**src/rtl/i2cbe_pkg.sv**
```systemverilog
// Package for the I2C master bit engine: opcodes, status codes, CSR indexes,
// reset values and the structs passed between modules. No dependencies.
package i2cbe_pkg;

   typedef enum logic [2:0] {
      OP_NONE      = 3'd0,
      OP_START     = 3'd1,
      OP_STOP      = 3'd2,
      OP_WRITE     = 3'd3,
      OP_WAIT_ACK  = 3'd4,
      OP_READ      = 3'd5,
      OP_SEND_ACK  = 3'd6,
      OP_SEND_NACK = 3'd7
   } op_type;

   typedef enum logic [1:0] {
      ST_OK         = 2'd0,
      ST_START_FAIL = 2'd1,
      ST_NO_ACK     = 2'd2
   } status_type;

   localparam int CSR_IDX_W = 8;
   localparam logic [CSR_IDX_W-1:0] CSR_HALF_BIT = 8'd0;
   localparam logic [CSR_IDX_W-1:0] CSR_ACK_POLL = 8'd1;

   localparam logic [15:0] HALF_BIT_RESET = 16'd25;
   localparam logic [7:0]  ACK_POLL_RESET = 8'd80;
   localparam logic [3:0]  BITS_PER_BYTE  = 4'd8;

   typedef struct packed {
      logic [15:0] half_bit_ticks;
      logic [7:0]  ack_poll_limit;
   } cfg_type;

   typedef struct packed {
      logic       scl_level;
      logic       sda_level;
      logic       busy_res;
      logic       done_res;
      logic [7:0] read_data;
      logic [1:0] status;
   } rsp_type;

endpackage

```
**src/rtl/i2cbe_if.sv**
```systemverilog
// Channel interfaces of the I2C master bit engine: request, response and CSR.
// Plain valid/ready channels; no package dependency.
interface i2cbe_req_if;
   logic       valid;
   logic       ready;
   logic [2:0] operation;
   logic [7:0] write_data;
   logic       sda_sample;
   modport source (output valid, operation, write_data, sda_sample, input ready);
   modport sink (input valid, operation, write_data, sda_sample, output ready);
endinterface

interface i2cbe_rsp_if;
   logic       valid;
   logic       ready;
   logic       scl_level;
   logic       sda_level;
   logic       busy_res;
   logic       done_res;
   logic [7:0] read_data;
   logic [1:0] status;
   modport source (output valid, scl_level, sda_level, busy_res, done_res, read_data,
                   status, input ready);
   modport sink (input valid, scl_level, sda_level, busy_res, done_res, read_data,
                 status, output ready);
endinterface

interface i2cbe_csr_if;
   logic        valid;
   logic        ready;
   logic [7:0]  index;
   logic [15:0] data;
   modport source (output valid, index, data, input ready);
   modport sink (input valid, index, data, output ready);
endinterface

```
**src/rtl/i2cbe_csr.sv**
```systemverilog
// Configuration registers of the I2C master bit engine.
// Depends on i2cbe_pkg.
module i2cbe_csr
   import i2cbe_pkg::*;
(
   input  logic                 clock,
   input  logic                 reset,
   input  logic                 wr_en,
   input  logic [CSR_IDX_W-1:0] wr_index,
   input  logic [15:0]          wr_data,
   output cfg_type              cfg
);

   logic [15:0] half_bit_ff;
   logic [7:0]  ack_poll_ff;

   always_ff @(posedge clock) begin
      if (reset) begin
         half_bit_ff <= HALF_BIT_RESET;
         ack_poll_ff <= ACK_POLL_RESET;
      end else if (wr_en) begin
         // unknown indexes are dropped
         if (wr_index == CSR_HALF_BIT) begin
            half_bit_ff <= wr_data;
         end
         if (wr_index == CSR_ACK_POLL) begin
            ack_poll_ff <= wr_data[7:0];
         end
      end
   end

   assign cfg.half_bit_ticks = half_bit_ff;
   assign cfg.ack_poll_limit = ack_poll_ff;

endmodule

```
**src/rtl/i2cbe_seq.sv**
```systemverilog
// Bus sequencer of the I2C master bit engine: state registers and the
// one-tick next-state logic. Depends on i2cbe_pkg.
module i2cbe_seq
   import i2cbe_pkg::*;
(
   input  logic       clock,
   input  logic       reset,
   input  logic       tick,
   input  logic [2:0] operation,
   input  logic [7:0] write_data,
   input  logic       sda_sample,
   input  cfg_type    cfg,
   output rsp_type    result
);

   op_type      op_ff, op_in;
   logic [3:0]  phase_ff, phase_in;
   logic [15:0] delay_ff, delay_in;
   logic [3:0]  bit_ff, bit_in;
   logic [7:0]  shift_ff, shift_in;
   logic [7:0]  poll_ff, poll_in;
   logic        scl_ff, scl_in;
   logic        sda_ff, sda_in;
   status_type  status_ff, status_in;
   logic [7:0]  rx_ff, rx_in;
   logic        done;

   // next state for one tick
   always_comb begin
      op_type     run_op;
      logic [3:0] run_phase;
      logic       run;
      logic [3:0] bit_inc;
      logic [7:0] poll_dec;

      op_in     = op_ff;
      phase_in  = phase_ff;
      delay_in  = delay_ff;
      bit_in    = bit_ff;
      shift_in  = shift_ff;
      poll_in   = poll_ff;
      scl_in    = scl_ff;
      sda_in    = sda_ff;
      status_in = status_ff;
      rx_in     = rx_ff;
      done      = 1'b0;
      run       = 1'b0;
      run_op    = op_ff;
      run_phase = phase_ff;

      if (op_ff == OP_NONE) begin
         if (op_type'(operation) != OP_NONE) begin
            run       = 1'b1;
            run_op    = op_type'(operation);
            run_phase = 4'd0;
            op_in     = op_type'(operation);
            if (op_type'(operation) == OP_WRITE) begin
               shift_in = write_data;
            end
         end
      end else if (delay_ff != 16'd0) begin
         delay_in = delay_ff - 16'd1;
      end else begin
         run = 1'b1;
      end

      bit_inc  = bit_ff + 4'd1;
      poll_dec = poll_ff - 8'd1;

      if (run) begin
         // default action of a step: wait, then advance
         delay_in = cfg.half_bit_ticks;
         phase_in = run_phase + 4'd1;
         case (run_op)
            OP_START: begin
               if (run_phase == 4'd0) begin
                  scl_in = 1'b1;
                  sda_in = 1'b1;
               end else if (run_phase == 4'd1) begin
                  if (!sda_sample) begin
                     done      = 1'b1;
                     status_in = ST_START_FAIL;
                  end else begin
                     sda_in = 1'b0;
                  end
               end else begin
                  done = 1'b1;
                  if (sda_sample) begin
                     status_in = ST_START_FAIL;
                  end else begin
                     scl_in    = 1'b0;
                     status_in = ST_OK;
                  end
               end
            end
            OP_STOP: begin
               if (run_phase == 4'd0) begin
                  scl_in = 1'b0;
                  sda_in = 1'b0;
               end else if (run_phase == 4'd1) begin
                  scl_in = 1'b1;
               end else begin
                  sda_in    = 1'b1;
                  done      = 1'b1;
                  status_in = ST_OK;
               end
            end
            OP_WRITE: begin
               if (run_phase == 4'd0) begin
                  scl_in = 1'b0;
                  bit_in = 4'd0;
               end else if (run_phase == 4'd1) begin
                  sda_in   = shift_ff[7];
                  shift_in = {shift_ff[6:0], 1'b0};
               end else if (run_phase == 4'd2) begin
                  scl_in = 1'b1;
               end else if (run_phase == 4'd3) begin
                  scl_in   = 1'b0;
                  bit_in   = bit_inc;
                  phase_in = (bit_inc >= BITS_PER_BYTE) ? 4'd4 : 4'd1;
               end else begin
                  done      = 1'b1;
                  status_in = ST_OK;
               end
            end
            OP_WAIT_ACK: begin
               if (run_phase == 4'd0) begin
                  scl_in = 1'b0;
               end else if (run_phase == 4'd1) begin
                  sda_in = 1'b1;
               end else if (run_phase == 4'd2) begin
                  scl_in  = 1'b1;
                  poll_in = cfg.ack_poll_limit;
               end else if (run_phase == 4'd3) begin
                  if (!sda_sample) begin
                     scl_in    = 1'b0;
                     done      = 1'b1;
                     status_in = ST_OK;
                  end else begin
                     poll_in = poll_dec;
                     if (poll_dec == 8'd0) begin
                        // timeout: fall into a stop sequence
                        scl_in = 1'b0;
                        sda_in = 1'b0;
                     end else begin
                        // keep polling, no wait
                        delay_in = delay_ff;
                        phase_in = run_phase;
                     end
                  end
               end else if (run_phase == 4'd4) begin
                  scl_in = 1'b1;
               end else begin
                  sda_in    = 1'b1;
                  done      = 1'b1;
                  status_in = ST_NO_ACK;
               end
            end
            OP_READ: begin
               if (run_phase == 4'd0) begin
                  sda_in   = 1'b1;
                  shift_in = 8'd0;
                  bit_in   = 4'd0;
               end else if (run_phase == 4'd1) begin
                  shift_in = {shift_ff[6:0], 1'b0};
                  scl_in   = 1'b0;
               end else if (run_phase == 4'd2) begin
                  scl_in = 1'b1;
               end else if (run_phase == 4'd3) begin
                  bit_in = bit_inc;
                  scl_in = 1'b0;
                  if (bit_inc >= BITS_PER_BYTE) begin
                     shift_in = {shift_ff[7:1], shift_ff[0] | sda_sample};
                     phase_in = 4'd4;
                  end else begin
                     shift_in = {shift_ff[6:1], shift_ff[0] | sda_sample, 1'b0};
                     phase_in = 4'd2;
                  end
               end else begin
                  rx_in     = shift_ff;
                  done      = 1'b1;
                  status_in = ST_OK;
               end
            end
            OP_SEND_ACK: begin
               if (run_phase == 4'd0) begin
                  sda_in = 1'b0;
               end else if (run_phase == 4'd1) begin
                  scl_in = 1'b1;
               end else if (run_phase == 4'd2) begin
                  scl_in = 1'b0;
               end else begin
                  sda_in    = 1'b1;
                  done      = 1'b1;
                  status_in = ST_OK;
               end
            end
            OP_SEND_NACK: begin
               if (run_phase == 4'd0) begin
                  scl_in = 1'b0;
                  sda_in = 1'b1;
               end else if (run_phase == 4'd1) begin
                  scl_in = 1'b1;
               end else begin
                  scl_in    = 1'b0;
                  done      = 1'b1;
                  status_in = ST_OK;
               end
            end
            default: begin
               delay_in = delay_ff;
               phase_in = phase_ff;
            end
         endcase
         if (done) begin
            op_in    = OP_NONE;
            phase_in = 4'd0;
            delay_in = 16'd0;
         end
      end
   end

   always_ff @(posedge clock) begin
      if (reset) begin
         op_ff     <= OP_NONE;
         phase_ff  <= 4'd0;
         delay_ff  <= 16'd0;
         bit_ff    <= 4'd0;
         shift_ff  <= 8'd0;
         poll_ff   <= 8'd0;
         scl_ff    <= 1'b1;
         sda_ff    <= 1'b1;
         status_ff <= ST_OK;
         rx_ff     <= 8'd0;
      end else if (tick) begin
         op_ff     <= op_in;
         phase_ff  <= phase_in;
         delay_ff  <= delay_in;
         bit_ff    <= bit_in;
         shift_ff  <= shift_in;
         poll_ff   <= poll_in;
         scl_ff    <= scl_in;
         sda_ff    <= sda_in;
         status_ff <= status_in;
         rx_ff     <= rx_in;
      end
   end

   assign result.scl_level = scl_in;
   assign result.sda_level = sda_in;
   assign result.busy_res  = (op_in != OP_NONE);
   assign result.done_res  = done;
   assign result.read_data = rx_in;
   assign result.status    = status_in;

endmodule

```
**src/rtl/i2cbe_out_reg.sv**
```systemverilog
// Response register of the I2C master bit engine: holds one result beat and
// frees itself the cycle it is taken. Depends on i2cbe_pkg.
module i2cbe_out_reg
   import i2cbe_pkg::*;
(
   input  logic    clock,
   input  logic    reset,
   input  logic    load,
   input  rsp_type load_data,
   input  logic    out_ready,
   output logic    out_valid,
   output rsp_type out_data,
   output logic    can_load
);

   logic    valid_ff;
   rsp_type data_ff;

   assign can_load = !valid_ff || out_ready;

   always_ff @(posedge clock) begin
      if (reset) begin
         valid_ff <= 1'b0;
      end else if (load) begin
         valid_ff <= 1'b1;
      end else if (out_ready) begin
         valid_ff <= 1'b0;
      end
   end

   always_ff @(posedge clock) begin
      if (load) begin
         data_ff <= load_data;
      end
   end

   assign out_valid = valid_ff;
   assign out_data  = data_ff;

endmodule

```
**src/rtl/i2c_master_bit_engine_core.sv**
```systemverilog
// I2C master bit engine, top level. Each request beat is one timing tick and
// yields exactly one response beat with the driven SCL/SDA levels, busy, done,
// last read byte and last status. Ticks are accepted one per clock: the
// sequencer state advances on each accepted beat, and the response sits in
// one output register, so req_ch.ready stays high unless a response is
// stalled downstream. The response appears in the cycle after its request
// beat is accepted. The CSR channel is always ready; index 0 is half_bit_ticks,
// index 1 is ack_poll_limit, others are dropped. Depends on i2cbe_pkg,
// i2cbe_if, i2cbe_csr, i2cbe_seq and i2cbe_out_reg.
module i2c_master_bit_engine_core
   import i2cbe_pkg::*;
(
   input  logic        clock,
   input  logic        reset,
   i2cbe_req_if.sink   req_ch,
   i2cbe_rsp_if.source rsp_ch,
   i2cbe_csr_if.sink   csr_ch
);

   cfg_type cfg;
   rsp_type seq_result;
   rsp_type rsp_data;
   logic    can_load;
   logic    tick;

   // CSR writes never stall
   assign csr_ch.ready = 1'b1;

   i2cbe_csr u_csr (
      .clock    (clock),
      .reset    (reset),
      .wr_en    (csr_ch.valid),
      .wr_index (csr_ch.index),
      .wr_data  (csr_ch.data),
      .cfg      (cfg)
   );

   // one tick per accepted request beat
   assign req_ch.ready = can_load;
   assign tick         = req_ch.valid && can_load;

   i2cbe_seq u_seq (
      .clock      (clock),
      .reset      (reset),
      .tick       (tick),
      .operation  (req_ch.operation),
      .write_data (req_ch.write_data),
      .sda_sample (req_ch.sda_sample),
      .cfg        (cfg),
      .result     (seq_result)
   );

   // response register: parts the two handshakes
   i2cbe_out_reg u_out (
      .clock     (clock),
      .reset     (reset),
      .load      (tick),
      .load_data (seq_result),
      .out_ready (rsp_ch.ready),
      .out_valid (rsp_ch.valid),
      .out_data  (rsp_data),
      .can_load  (can_load)
   );

   assign rsp_ch.scl_level = rsp_data.scl_level;
   assign rsp_ch.sda_level = rsp_data.sda_level;
   assign rsp_ch.busy_res  = rsp_data.busy_res;
   assign rsp_ch.done_res  = rsp_data.done_res;
   assign rsp_ch.read_data = rsp_data.read_data;
   assign rsp_ch.status    = rsp_data.status;

endmodule

```
**src/flat_wrapper.sv**
```systemverilog
// flat-port wrapper written by rule: the top's interface ports become plain ports
module i2c_master_bit_engine_core_flat import i2cbe_pkg::*;
  (clock, reset, req_ch_valid, req_ch_operation, req_ch_write_data, req_ch_sda_sample, req_ch_ready, rsp_ch_valid, rsp_ch_scl_level, rsp_ch_sda_level, rsp_ch_busy_res, rsp_ch_done_res, rsp_ch_read_data, rsp_ch_status, rsp_ch_ready, csr_ch_valid, csr_ch_index, csr_ch_data, csr_ch_ready);
  i2cbe_req_if req_ch_i ();
  i2cbe_rsp_if rsp_ch_i ();
  i2cbe_csr_if csr_ch_i ();
  input  logic clock;
  input  logic reset;
  input wire logic [$bits(req_ch_i.valid)-1:0] req_ch_valid;
  input wire logic [$bits(req_ch_i.operation)-1:0] req_ch_operation;
  input wire logic [$bits(req_ch_i.write_data)-1:0] req_ch_write_data;
  input wire logic [$bits(req_ch_i.sda_sample)-1:0] req_ch_sda_sample;
  output wire logic [$bits(req_ch_i.ready)-1:0] req_ch_ready;
  output wire logic [$bits(rsp_ch_i.valid)-1:0] rsp_ch_valid;
  output wire logic [$bits(rsp_ch_i.scl_level)-1:0] rsp_ch_scl_level;
  output wire logic [$bits(rsp_ch_i.sda_level)-1:0] rsp_ch_sda_level;
  output wire logic [$bits(rsp_ch_i.busy_res)-1:0] rsp_ch_busy_res;
  output wire logic [$bits(rsp_ch_i.done_res)-1:0] rsp_ch_done_res;
  output wire logic [$bits(rsp_ch_i.read_data)-1:0] rsp_ch_read_data;
  output wire logic [$bits(rsp_ch_i.status)-1:0] rsp_ch_status;
  input wire logic [$bits(rsp_ch_i.ready)-1:0] rsp_ch_ready;
  input wire logic [$bits(csr_ch_i.valid)-1:0] csr_ch_valid;
  input wire logic [$bits(csr_ch_i.index)-1:0] csr_ch_index;
  input wire logic [$bits(csr_ch_i.data)-1:0] csr_ch_data;
  output wire logic [$bits(csr_ch_i.ready)-1:0] csr_ch_ready;
  assign req_ch_i.valid = req_ch_valid;
  assign req_ch_i.operation = req_ch_operation;
  assign req_ch_i.write_data = req_ch_write_data;
  assign req_ch_i.sda_sample = req_ch_sda_sample;
  assign req_ch_ready = req_ch_i.ready;
  assign rsp_ch_valid = rsp_ch_i.valid;
  assign rsp_ch_scl_level = rsp_ch_i.scl_level;
  assign rsp_ch_sda_level = rsp_ch_i.sda_level;
  assign rsp_ch_busy_res = rsp_ch_i.busy_res;
  assign rsp_ch_done_res = rsp_ch_i.done_res;
  assign rsp_ch_read_data = rsp_ch_i.read_data;
  assign rsp_ch_status = rsp_ch_i.status;
  assign rsp_ch_i.ready = rsp_ch_ready;
  assign csr_ch_i.valid = csr_ch_valid;
  assign csr_ch_i.index = csr_ch_index;
  assign csr_ch_i.data = csr_ch_data;
  assign csr_ch_ready = csr_ch_i.ready;
  i2c_master_bit_engine_core u_core (.clock(clock), .reset(reset), .req_ch(req_ch_i), .rsp_ch(rsp_ch_i), .csr_ch(csr_ch_i));
endmodule
```
**config.mk**
```make
export PLATFORM = sky130hd
export DESIGN_NAME = i2c_master_bit_engine_core_flat
export DESIGN_NICKNAME = d
export VERILOG_FILES = /design/src/rtl/i2cbe_pkg.sv /design/src/rtl/i2cbe_if.sv /design/src/rtl/i2cbe_csr.sv /design/src/rtl/i2cbe_seq.sv /design/src/rtl/i2cbe_out_reg.sv /design/src/rtl/i2c_master_bit_engine_core.sv /design/src/flat_wrapper.sv
export SDC_FILE = /design/constraint.sdc
export NUM_CORES = 1
export LEC_CHECK = 0
export BUFFER_PORTS_ARGS = -buffer_cell sky130_fd_sc_hd__buf_4
export CAP_MARGIN = 20
export CORE_UTILIZATION = 41
export CTS_CLUSTER_DIAMETER = 120
export DETAILED_ROUTE_END_ITERATION = 6
export PLACE_DENSITY = 0.68
export SLEW_MARGIN = 40
export SYNTH_ARGS = -nofsm -noshare
export SYNTH_HDL_FRONTEND = slang
export SYNTH_SLANG_ARGS = --single-unit
```
**constraint.sdc**
```tcl
create_clock -name clock -period 9.9 [get_ports clock]
set_clock_uncertainty 0.1 [all_clocks]
set_input_delay 1.98 -clock clock [delete_from_list [all_inputs] [get_ports clock]]
set_output_delay 1.98 -clock clock [all_outputs]
set_load 0.02 [all_outputs]
```
* Word level (Yosys, flattened, before mapping)
Index checks and enable logic that the tools add are counted.
** Word-level totals
- Word-level logic and storage cells :: 225
- Register bits :: 94
- Output and inout bits :: 17
** Cells by class
- Reduce and logical (&&, ||, !) cells :: 28
- Bitwise logic cells :: 3
- Order comparisons :: 1
- Muxes and demuxes :: 150
- Eq/ne operators :: 19
- $add $sub $neg :: 4
** Operator list (number)
- $mux 16 :: 10
- $mux 8 :: 20
- $mux 4 :: 21
- $mux 1 :: 67
- $mux 2 :: 19
- $pmux 16 s2 :: 1
- $mux 3 :: 6
- $logic_not 8->1 :: 2
- $pmux 4 s4 :: 1
- $pmux 8 s2 :: 1
- $reduce_bool 16->1 :: 1
- $sub 16x1->16 const B :: 1
- $eq 3x3->1 const B :: 4
- $pmux 2 s5 :: 1
- $reduce_bool 2->1 :: 5
- $eq 3x2->1 const B :: 3
- $ne 9x9->1 const B :: 1
- $add 4x1->4 const B :: 2
- $eq 4x2->1 const B :: 2
- $eq 8x1->1 const B :: 1
- $sub 8x1->8 const B :: 1
- $ne 7x7->1 const B :: 1
- $pmux 1 s7 :: 1
- $reduce_and 7->1 :: 1
- other kinds (25) :: 32

* Logic depth before layout (Yosys ltp)
- Depth in word-level cells :: 14
- Mapped depth :: 16
- Gate-level depth less buffers :: 12

* Cells and area by module
A second synthesis with hierarchy kept.
** Second synthesis, totals
- Cell total of the unflattened synthesis :: 744
- Area, all modules :: 5896.9 um^2
** Modules (own cells, without submodules)
- i2cbe_seq :: times used 1, sequential area each 1101.1 um^2, cells an instance 616, area an instance 4391.7 um^2
- i2cbe_csr :: times used 1, sequential area each 480.5 um^2, cells an instance 107, area an instance 1021.0 um^2
- i2cbe_out_reg :: times used 1, sequential area each 440.4 um^2, cells an instance 18, area an instance 466.7 um^2
- i2c_master_bit_engine_core :: times used 1, sequential area each 0.0 um^2, cells an instance 3, area an instance 17.5 um^2

* Least setup slack after synthesis
Ideal clock, no wire load.
- Kind :: input to register
- Start :: input port req_ch_operation[2]
- End :: register u_core.u_seq.delay_ff[7]
- Path slack :: 4891 ps
- Setup time :: 123 ps
- Stages :: 15
- Arrival time :: 4786 ps
- Buffers on the path :: 4
- Cell sequence :: buf_6 or3_1 buf_6 nand2_4 and2_1 inv_1 ha_1 or3_1 clkbuf_1 nor4_1 o211ai_2 and2_1 clkbuf_1 o21ai_0 nor2_1
** Between the ends
- Word-level cells in the longest chain between the ends :: 13
- Elaborated cells on any way between the ends :: 52
- Classes of those cells :: eq/ne: 14; mux: 31; reduce/logical: 7
** Ends and longest elaborated chain
- start: declaration :: line flat_wrapper.sv:10 : input wire logic [$bits(req_ch_i.operation)-1:0] req_ch_operation;
- $reduce_bool 3->1 :: line i2cbe_seq.sv:52 : if (op_type'(operation) != OP_NONE) begin
- $mux 4 :: line i2cbe_seq.sv:52
- $mux 4 :: line i2cbe_seq.sv:51 : if (op_ff == OP_NONE) begin
- $eq 4x3->1 :: line i2cbe_seq.sv:151 : end else if (run_phase == 4'd4) begin
- $mux 1 :: line i2cbe_seq.sv:151
- $mux 1 :: line i2cbe_seq.sv:134 : end else if (run_phase == 4'd3) begin
- $mux 1 :: line i2cbe_seq.sv:131 : end else if (run_phase == 4'd2) begin
- $mux 1 :: line i2cbe_seq.sv:129 : end else if (run_phase == 4'd1) begin
- $mux 1 :: line i2cbe_seq.sv:127 : if (run_phase == 4'd0) begin
- $pmux 1 s5 :: line i2cbe_seq.sv:74 : case (run_op)
- $mux 1 :: line i2cbe_seq.sv:70 : if (run) begin
- $ne 9x9->1 (no source line) (tied with other cells)
- $reduce_and 5->1 (no source line) / $mux 16 (equally long branches)
- end signal: assignment :: line i2cbe_seq.sv:238 : delay_ff <= delay_in;
- end: declaration :: line i2cbe_seq.sv:18 : logic [15:0] delay_ff, delay_in;
Parallel ways exist; a longest one is shown, timed or not. The select of a mux whose other input is x is not followed.
A chain may end at the register's enable or synchronous reset.

* Worst setup path after layout
- Start :: input port req_ch_operation[0]
- End :: register u_core.u_seq.delay_ff[1]
The elaborated chain is that of the path after synthesis.

==> flow_metrics.env <==
export IMPL_vias_per_cell=6.118
export IMPL_async_flop_share_pct=0
export IMPL_io_pins=58
export IMPL_netlist_area_leader_share_pct=27.10
export IMPL_tightest_slew_ps=855.7
export IMPL_clock_latency_ps=360
export IMPL_cp_arrival_ps=5570
export IMPL_synthTopCellsByArea="dfxtp_1 27%, edfxtp_1 7.1%, mux2i_1 6.4%"
export IMPL_rsz0062_at_grt="no"
export IMPL_met2_usage_pct=39.37
export IMPL_cts_root_buf="clkbuf_16"
export IMPL_drv_slew=0
export IMPL_ys_flop_type="dfxtp_1"
export IMPL_grt_busiest_layer="met2"
export IMPL_path_max_fanout=19
export IMPL_grt_use_met1_pct=29.70
export IMPL_cp_required_ps=10050
export IMPL_fin_crit_ps=5414
export IMPL_hold_start="u_core.u_csr.half_bit_ff[2]"
export IMPL_placed_cell_area_mm2=0.006404
export IMPL_grtUsageTotal_pct=23.86
export IMPL_hold_path_class="register to register"
export IMPL_first_pass_iters=5
export IMPL_p_total_uw=1048
export IMPL_numPortBuffers=56
export IMPL_die_area_mm2=0.01490
export IMPL_hold_ws_ps=368.0
export IMPL_yosysSeqAreaShare_pct=34.21
export IMPL_gp_congestion=0.9652
export IMPL_yosys_area_top_type="dfxtp_1"
export IMPL_path_class="primary input to register"
export IMPL_synth_edf_count=14
export IMPL_ys_types=84
export IMPL_start_kind="primary input"
export IMPL_yosysWarnings=0
export IMPL_netlist_instances=710
export IMPL_hold_buffers=0
export IMPL_ctsResizeCount=0
export IMPL_crit_start="req_ch_operation[0]"
export IMPL_cts_sinks=94
export IMPL_status="finished clean"
export IMPL_dp_hpwl_um=12180
export IMPL_htree_levels=3
export IMPL_start_util_pct=42.25
export IMPL_relSlewSlack_pct=42.96
export IMPL_use_met3_pct=4.073
export IMPL_die_h_um=122.1
export IMPL_grt_ovfl_total=0
export IMPL_critical_path_max_stage_delay_ps=540
export IMPL_max_clock_freq_ghz=0.1847
export IMPL_cap_violations=0
export IMPL_drt_iter0_drc=503
export IMPL_core_mm2=0.01399
export IMPL_crit_slowest_cell="or3_1"
export IMPL_path_common_cell="or3_1"
export IMPL_drcViolationCount=0
export IMPL_wl_per_cell_um=18.59
export IMPL_ir_worst_vdd_v=0.00009407
export IMPL_path_cells="buf_4 > or3_1 > nand2_4 > and2_1 > inv_1 > ha_1 > or3_1 > nor4_1 > o211ai_2 > nand2_2 > a2111oi_0 > a32o_1"
export IMPL_worstSetupEndpointType="register"
export IMPL_setup_tns_final_ps=0
export IMPL_synth_area_mm2=0.005911
export IMPL_diodes=0
export IMPL_synth_fp_nets=759
export IMPL_reg2reg_from="u_core.u_seq.op_ff[2]"
export IMPL_leakagePower_uw=0.002518
export IMPL_drive_above_1_share_pct=17.20
export IMPL_clk_pin_slew_ps=70
export IMPL_cts_buffers_inserted=9
export IMPL_num_rows=43
export IMPL_cts_setup_buffers=0
export IMPL_vias=5653
export IMPL_period_share_pct=54.69
export IMPL_wl_um=17170
export IMPL_area_growth_pct=13.57
export IMPL_grt_pass1_wl_um=27790
export IMPL_grt_pass1_vias=5495
export IMPL_power_density_mw_per_mm2=156.2
export IMPL_setup_viol=0
export IMPL_cts_buffer_depth=2
export IMPL_synth_ff_latch_count=94
export IMPL_synth_avg_cell_area_um2=8.325
export IMPL_tritoncts="built"
export IMPL_nets=788
export IMPL_die_width_um=122.1
export IMPL_ant_nets=0
export IMPL_grt_max_degree=66
export IMPL_hold_violations=0
export IMPL_final_cell_area_mm2=0.006713
export IMPL_grt_antenna_before_repair=0
export IMPL_fin_util_pct=47.99
-- layout make-up --
cell class / instances / area [um2]
Clock buffer: 11 / 242.7
Clock inverter: 5 / 65.06
Inverter: 20 / 75.07
Timing Repair Buffer: 59 / 442.9
Sequential cell: 94 / 2022
Tap cell: 180 / 225.2
Fill cell: 1366 / 7276
Multi-Input combinational cell: 555 / 3640
-- report_power, final --
| group | total, uW | internal [uW] | switching [uW] |
|---|---|---|---|
| registers | 428 | 405 | 23.1 |
| logic | 253 | 93.9 | 159 |
| clock network | 367 | 206 | 161 |
| total | 1050 | 705 | 343 |
-- final timing paths --
check / to / slack, ps / cells past startpoint
worst max-delay path: u_core.u_seq.delay_ff[1] / 4490 / 12
worst min-delay path: u_core.u_seq.delay_ff[2] / 370 / 2
worst max register to register: u_core.u_seq.delay_ff[1] / 5920 / 11
worst min register to register: u_core.u_seq.delay_ff[2] / 370 / 2
-- flip-flops by register name (all words and copies together), names as in the netlist, 2 cells and up --
name                      flops
u_core.u_seq.op_ff            3
u_core.u_seq.phase_ff         4
u_core.u_seq.status_ff        2
u_core.u_seq.poll_ff          8
u_core.u_out.out_data        14
u_core.u_seq.bit_ff           4
u_core.u_seq.shift_ff         8
u_core.u_seq.delay_ff        16
u_core.u_seq.rx_ff            8
u_core.u_csr.ack_poll_ff      8
u_core.u_csr.half_bit_ff     16
-- synthesized netlist by cell type (4+ instances only) --
master,count
a32o_1,4
inv_1,20
mux2_2,13
o221ai_1,4
edfxtp_1,14
clkbuf_1,17
a221oi_2,6
a22oi_1,4
dfxtp_1,80
ha_1,8
or2_2,6
o21ai_0,54
a211oi_1,7
nand2_1,58
xor2_1,7
nor3b_1,4
and2_1,5
nor4b_1,4
a21o_1,4
nand2b_1,7
a2111oi_0,4
or3_1,5
a21oi_1,50
a221oi_1,5
nor2_1,92
nor4_1,14
a31oi_1,4
o21a_1,4
xnor2_1,8
mux2i_1,38
a32oi_1,5
buf_4,5
buf_6,4
o31ai_1,6
nor2b_1,5
nand3_1,30
nor3_1,23
buf_2,13
-- stage by stage --
step / worst slack (ps) / cells
floorplan: 4891 / 710
global placement: 4137 / 908
detailed placement: 4167 / 908
CTS: 4557 / 924
global route: 4263 / 924
finish: 4486 / 924
-- critical path: cells and delay by family --
family / cells / cell delay [ps]
simple gates: 6 / 2370
fa+ha+maj: 1 / 360
compound gates: 3 / 610
buf+inv: 2 / 230
-- per-layer routing --
metal	part of all wire [%]	vias up
li1	-	2686
met1	43	2701
met2	47	217
met3	5.9	49
met4	3.5	0
met5	0	-
-- cell usage in the layout, fill, tap and decap left out, drive strengths merged, types with 14 or more instances in the layout --
cell     n
nor3    25
dfxtp   80
o21ai   54
nand3   31
mux2i   38
nor2    94
inv     23
nor4    16
edfxtp  14
buf     59
nand2   60
a21oi   51
mux2    14
-- cell families after synthesis --
kind of cell / after synthesis / share of synthesized area (%)
other: 1 / 0.06344
buffers and inverters: 61 / 4.975
xor gates and xnor gates: 15 / 2.223
and+or+nand+nor: 283 / 24.58
AOI/OAI and AO/OA: 196 / 23.16
DFF: 94 / 34.21
adders and majority gates: 8 / 1.694
muxes: 52 / 9.102
(Power assumes the default switching activity.)
